$ cat config.mk
export PLATFORM = sky130hd
export DESIGN_NAME = tmi_ram
export DESIGN_NICKNAME = d
export VERILOG_FILES = /design/src/rtl/tmi_ram.sv
export SDC_FILE = /design/constraint.sdc
export NUM_CORES = 1
export LEC_CHECK = 0
export ABC_AREA = 1
export BUFFER_PORTS_ARGS = -buffer_cell sky130_fd_sc_hd__buf_2
export CELL_PAD_IN_SITES_DETAIL_PLACEMENT = 1
export CELL_PAD_IN_SITES_GLOBAL_PLACEMENT = 1
export CORE_UTILIZATION = 30
export DETAILED_ROUTE_END_ITERATION = 10
export PLACE_DENSITY = 0.6
export SYNTH_ARGS = -nofsm -noshare
export SYNTH_HDL_FRONTEND = slang
export SYNTH_SLANG_ARGS = --single-unit
$ cat constraint.sdc
create_clock -name aclk -period 1 [get_ports aclk]
set_input_delay 0.1 -clock aclk [delete_from_list [all_inputs] [get_ports aclk]]
set_output_delay 0.1 -clock aclk [all_outputs]
set_load 0.005 [all_outputs]
$ cat src/rtl/tmi_ram.sv
// Generic single-write, single-read RAM with registered read data.
// Stands alone; instanced for the program store and the tape.
module tmi_ram #(
    parameter int WIDTH = 8,
    parameter int DEPTH = 16
) (
    input  logic                     aclk,
    input  logic                     we,
    input  logic [$clog2(DEPTH)-1:0] waddr,
    input  logic [WIDTH-1:0]         wdata,
    input  logic [$clog2(DEPTH)-1:0] raddr,
    output logic [WIDTH-1:0]         rdata
);

    logic [WIDTH-1:0] mem [DEPTH];

    always_ff @(posedge aclk) begin
        if (we) begin
            mem[waddr] <= wdata;
        end
        rdata <= mem[raddr];
    end

endmodule

; ---- Word level (Yosys, flattened, before mapping)
; Memories as Yosys holds them, arrays and structs flattened. A register that Yosys moved wholly into a read port is not among the register bits.
; Cells that the tools add are included.
[word_totals]
mem_bits_rw = 128
memories = 1
output_inout_bits = 8
register_bits = 0
in_bits = 18
elab_cells = 3
[classes]
muxes = 2
[memory_table]
columns = name, depth, width, read_ports, rd_ports_with_merged_regs, wr, line_no
row1 = mem, 16, 8, 1, 1, 1, 15  ; logic [WIDTH-1:0] mem [DEPTH];
[op_table]
columns = operator, count
row1 = 1-bit two-way mux, 2

; ---- Longest topological paths before layout
; Gate-level depths: netlist (run 1).
[logic_depth]
depth_word = 2
mapped_depth = 8
depth_no_buf = 7

; ---- Worst setup path before layout (run 1)
; No wires, ideal clock.
[synth_timing]
path_type = input-to-reg
startpoint = input port waddr[3]
endpoint = memory mem[4][0], enable pin
t_arrival_ps = 681
path_stages = 2
n_path_buf = 0
setup_ps = 370
required_time_ps = 630
setup_slack_ps = -51
path_cell_list = nand3b_1 -> nor2_1
[synth_lines]
columns = item, line_no
row1 = from (decl), 9  ; input logic [$clog2(DEPTH)-1:0] waddr,
row2 = to (decl), 15
; Straight into the memory's write port.

; ---- Final worst setup path (run 1)
[layout_timing]
startpoint = register rdata[4] (read register of mem)
endpoint = output port rdata[4]
[layout_lines]
columns = item, line_no
row1 = from (decl), 12  ; output logic [WIDTH-1:0] rdata
; No word-level cell between the ends.

==> run_results.csv, run 1 <==
group,metric,value,unit
layout,layout_common_cells,"nand2_1 (171), edfxtp_1 (128), inv_1 (99), nand3_1 (67), nand3_2 (29)",
grt,grt_pass1_wl,23.9,mm
yosys,synth_nets,569,
sta,finalHoldViolations,0,
sta,min_period,0.997,ns
clocking,cts.sinks,136,
layout,multi_input_area,0.00138,mm2
power,peakVddDrop,0.829,mV
critical_path,cp_top_family,"flip-flops",
run_status,outcome,"completed",
grt,grt_pass1_vias,4187,
layout,fillers,2084,
placed_design,numPortBuffers,25,
detailed_routing,top_layer_used,"met4",
placed_design,pre_cts_ws,-0.228,ns
layout,drive_gt1_frac,0.204,
yosys,ys_ff_latch,136,
critical_path,start_kind,"register",
yosys,synth.avg_cell_area,10.5,um2
clocking,clk_pin_slew,0.06,ns
critical_path,crit_path_cell_trace,"buf_6",
clocking,cts_buffers,17,
layout,final_common_cell,"nand2_1",
detailed_routing,wl_per_cell,17.8,um
detailed_routing,dr.pass1.iters,4,
layout,n_antenna_cell,0,
grt,grt_usage,0.165,
detailed_routing,vias_per_cell,4.62,
layout,area_growth,23.6,%
critical_path,slowest_stage,"dfxtp_4",
floorplan,die_h,141,um
power,leakage,3.06,nW
clocking,clockBufferDepth,2,
sta,holdWs,0.0995,ns
yosys,yosysWarnings,0,
floorplan,start_util,0.307,
yosys,netlist_instances,551,
yosys,syn_area,0.00577,mm2
critical_path,cp_data_required_time,0.90,ns
critical_path,arrival,0.90,ns
detailed_routing,vias,3929,
critical_path,cp-end-kind,"output pin",
sta,slew_headroom,0.711,
critical_path,path_class,"reg2out",
hold_path,hold_start,"wdata[1]",
floorplan,ios,26,
placed_design,dpl.cell_count,819,
layout,instances_no_fill,851,
grt,grt_max_degree,34,
grt,grt-ovfl-total,0,
sta,fin_skew,0.00750,ns
sta,drv_slew,0,
floorplan,dieArea,0.0198,mm2
placed_design,place_congestion,0.766,
power,p_total,0.0136,W
critical_path,cp_slowest_stage_delay,0.36,ns
layout,regArea,0.00401,mm2
detailed_routing,drtAntennaViolNets,0,
floorplan,core,0.0188,mm2
detailed_routing,drt_iter0_drc,266,
sta,setup_violations,0,
detailed_routing,dr_wl_met3,328,um
detailed_routing,wirelength,15.2,mm
sta,fin_ws,0.00320,ns
hold_path,hold_path_class,"in2reg",
run,maxCapViolations,0,
detailed_routing,drc,0,
sta,worst_slew_pin_slew,0.432,ns
yosys,synthDistinctLibCells,12,
clocking,insertion_delay,0.43,ns
sta,post-route-period-util,0.997,
detailed_routing,wl_met2,7.45,mm
critical_path,critical_path.reg2reg.startpoint,"mem[5][5]$_DFFE_PP_",
sta,fmax,1000,MHz
sta,rsz0062_at_grt,"true",
detailed_routing,wl_met1,7.13,mm
placed_design,dp_hpwl,9.87,mm
grt,antenna_found_initial,0,
critical_path,path_max_fanout,1,
clocking,cts_tree,"done",
clocking,postCtsSetupBuffers,0,
floorplan,die_width,141,um
floorplan,floorplan.rows,50,
layout,nNetsFinal,622,
clocking,htree_levels,4,
critical_path,crit_path_start,"rdata[4]$_DFF_P_",
critical_path,path_buf_inv,1,
power,power_density,1910,mW/mm2
clocking,cts-root-buf,"clkbuf_16",
yosys,ys_seq_area_frac,0.694,
==> synthesized netlist by cell type <==
master,count,area [um2]
edfxtp_1,128,3840
buf_4,4,30.0
dfxtp_1,8,160
nand2_1,173,649
nand3b_1,2,15.0
buf_2,13,65.1
nand3_1,97,485
nor2_1,17,63.8
buf_1,1,3.75
inv_1,100,375
inv_2,2,7.51
buf_6,6,67.6
==> registers in the layout (all words and copies together) (netlist names) <==
register  flops
rdata         8
mem         128
==> what timing repair did <==
item / CTS / global route
pin swaps: 1 / 8
endpoints found under the setup margin: 4 / 10
hold buffers: 0 / 0
resized for setup: 7 / 33
==> layer usage <==
metal | GRT usage | up-vias
met1 | 0.216 | 1978
met4 | 0.0669 | 0
met3 | 0.0265 | 19
li1 | - | 1882
met5 | 0 | -
met2 | 0.274 | 50
==> cell families after synthesis <==
| logic type | count (synthesis) | share of synthesized area |
|---|---|---|
| flops | 136 | 0.694 |
| simple gates | 289 | 0.210 |
| buf+inv | 126 | 0.0952 |
==> cell type report <==
type / count / area share
inverters: 102 / 0.0537
clock buffers: 17 / 0.0597
well taps: 234 / 0.0411
multi-input cells: 289 / 0.194
repair buffers: 58 / 0.0663
clock inverters: 15 / 0.0225
flip-flops and latches: 136 / 0.563
==> power by group <==
part           switching, W  internal [W]
combinational      0.000614      0.000311
sequential        0.0000438       0.00637
clock               0.00239       0.00387
total               0.00305        0.0106
==> stage by stage <==
stage                util  instance area (um2)  TNS [ns]
floorplan               -                 5770     -4.12
global placement    0.339                 6360    -12.49
detailed placement  0.339                 6360    -17.08
CTS                 0.372                 6970   -0.0390
global route        0.380                 7130   -0.0595
finish              0.380                 7130         0
==> path summary, 6_finish.rpt <==
check / end / slack (ns) / depth (start not counted)
hold / removal: mem[7][1]$_DFFE_PP_ / 0.1 / 1
setup / recovery: rdata[4] / 0.003 / 1
hold reg to reg: rdata[6]$_DFF_P_ / 0.68 / 6
setup reg to reg: rdata[5]$_DFF_P_ / 0.04 / 6
(Power assumes the default switching activity.)
==> run 2: changes to the inputs <==
CORE_ASPECT_RATIO = 0.9   (was not set)
PLACE_DENSITY = not set   (was 0.6)
PLACE_DENSITY_LB_ADDON = 0.1   (was not set)
clock period = 1.1 ns   (was 1 ns; I/O delays follow)
==> run_results.csv, run 2 (synthesis gave the netlist of run 1 again) <==
group,metric,value,unit
sta,min_period,1.03,ns
hold_path,hold_path_depth,3,
sta,worst_slew_pin_slew,0.420,ns
detailed_routing,wl_per_cell,18.8,um
layout,layout_common_cells,"nand2_1 (172), edfxtp_1 (128), inv_1 (100), nand3_1 (91), buf_2 (25)",
critical_path,path_class,"reg2reg",
clocking,insertion_delay,0.42,ns
layout,drive_gt1_frac,0.152,
layout,n_antenna_cell,0,
sta,drv_slew,0,
layout,largest_reg_flops,128,
detailed_routing,drt_iter0_drc,188,
layout,nNetsFinal,618,
floorplan,core,0.0186,mm2
sta,finalHoldViolations,0,
floorplan,start_util,0.310,
detailed_routing,dr.pass1.iters,4,
detailed_routing,drc,0,
power,peakVddDrop,1.07,mV
placed_design,postPlaceCellArea,0.00632,mm2
critical_path,arrival,1.34,ns
run_status,outcome,"completed",
floorplan,ios,26,
sta,post-route-period-util,0.937,
placed_design,pre_cts_ws,-0.207,ns
clocking,clk_pin_slew,0.06,ns
sta,slew_headroom,0.720,
detailed_routing,vias,3838,
sta,setup_violations,0,
floorplan,dieArea,0.0198,mm2
clocking,cts_buffers,17,
layout,final_common_cell,"nand2_1",
grt,grt_pass1_wl,24.8,mm
clocking,cts.sinks,136,
power,leakage,2.99,nW
detailed_routing,vias_per_cell,4.47,
placed_design,place_congestion,0.739,
grt,grt_usage,0.178,
run,maxCapViolations,0,
placed_design,dp_hpwl,10.1,mm
clocking,cts-root-buf,"clkbuf_16",
grt,grt-ovfl-total,0,
sta,fmax,971,MHz
critical_path,reg2reg_slack,0.07,ns
sta,rsz0062_at_grt,"false",
sta,fin_ws,0.0698,ns
layout,area_growth,20.8,%
power,power_density,1810,mW/mm2
sta,fin_skew,0.00455,ns
floorplan,floorplan.rows,47,
critical_path,cp-end-kind,"register",
detailed_routing,drtAntennaViolNets,0,
layout,largest_registers,"mem: 128 flops, rdata: 8 flops",
clocking,clockBufferDepth,2,
clocking,htree_levels,4,
placed_design,numPortBuffers,25,
layout,regMostFlops,"mem",
hold_path,hold_path_class,"in2reg",
grt,antenna_found_initial,0,
layout,stdcell_area,0.00697,mm2
critical_path,start_kind,"register",
critical_path,path_max_fanout,1,
sta,timing.setup.tns,0,ns
floorplan,die_h,134,um
grt,grt_pass1_vias,3959,
detailed_routing,wirelength,16.1,mm
grt,grt_max_degree,45,
critical_path,r2r_cells,6,
floorplan,die_width,148,um
clocking,cts_tree,"done",
critical_path,cp_data_required_time,1.41,ns
-- run 2: cell types whose count changed in the layout (fill, tap and decap cells not counted), sizes merged --
cell and change:
buf -4, bufinv +1, clkinv -3, clkinvlp +2
-- run 2: cell type report --
| class | instances | area [um2] |
|---|---|---|
| inverter | 102 | 383 |
| fill | 2103 | 11600 |
| multi-input combinational | 289 | 1250 |
| sequential | 136 | 4010 |
| clock buffer | 17 | 425 |
| tap | 245 | 307 |
| clock inverter | 15 | 184 |
| timing repair buffer | 54 | 418 |
-- run 2: routing by layer --
metal  GRT usage  up-vias  wire [um]
met1       0.244     1891       7880
li1            -     1865          -
met2       0.275       64       7380
met5           0        -          0
met3      0.0411       18        638
met4      0.0596        0        234
-- run 2: final timing paths --
kind                        startpoint                to
hold / removal                raddr[3]  rdata[0]$_DFF_P_
setup reg to reg  mem[10][4]$_DFFE_PP_  rdata[4]$_DFF_P_
hold reg to reg   mem[10][0]$_DFFE_PP_  rdata[0]$_DFF_P_
setup / recovery  mem[10][4]$_DFFE_PP_  rdata[4]$_DFF_P_
-- run 2: metrics by stage --
stage	hold WS [ns]	instances	util	total power (W)
3_5_place_dp	0.489	826	0.340	0.00676
3_3_place_gp	0.488	826	0.340	0.00675
5_1_grt	0.103	858	0.375	0.0130
4_1_cts	0.0767	858	0.373	0.0127
2_1_floorplan	0.209	551	-	0.00634
6_report	0.103	858	0.375	0.0126
-- run 2: report_power, final --
group	leakage [nW]	internal [W]	total (W)	switching (W)
sequential	1.22	0.00579	0.00583	0.0000368
clock	0.283	0.00375	0.00597	0.00222
combinational	1.48	0.000254	0.000808	0.000554
-- run 2: repair_timing --
item / 4_1_cts / 5_1_grt
setup endpoints to repair: 0 / 5
setup buffers: 0 / 0
hold buffers: 0 / 0
resized for setup: 0 / 8
-- run 2: worst max-delay path, cell delays in order, from the launching register on --
cell      delay [ns]
edfxtp_1        0.35
inv_1           0.06
nand2_1         0.05
nand3_1         0.11
nand3_1         0.14
nand3_1         0.15
nand2_1         0.06
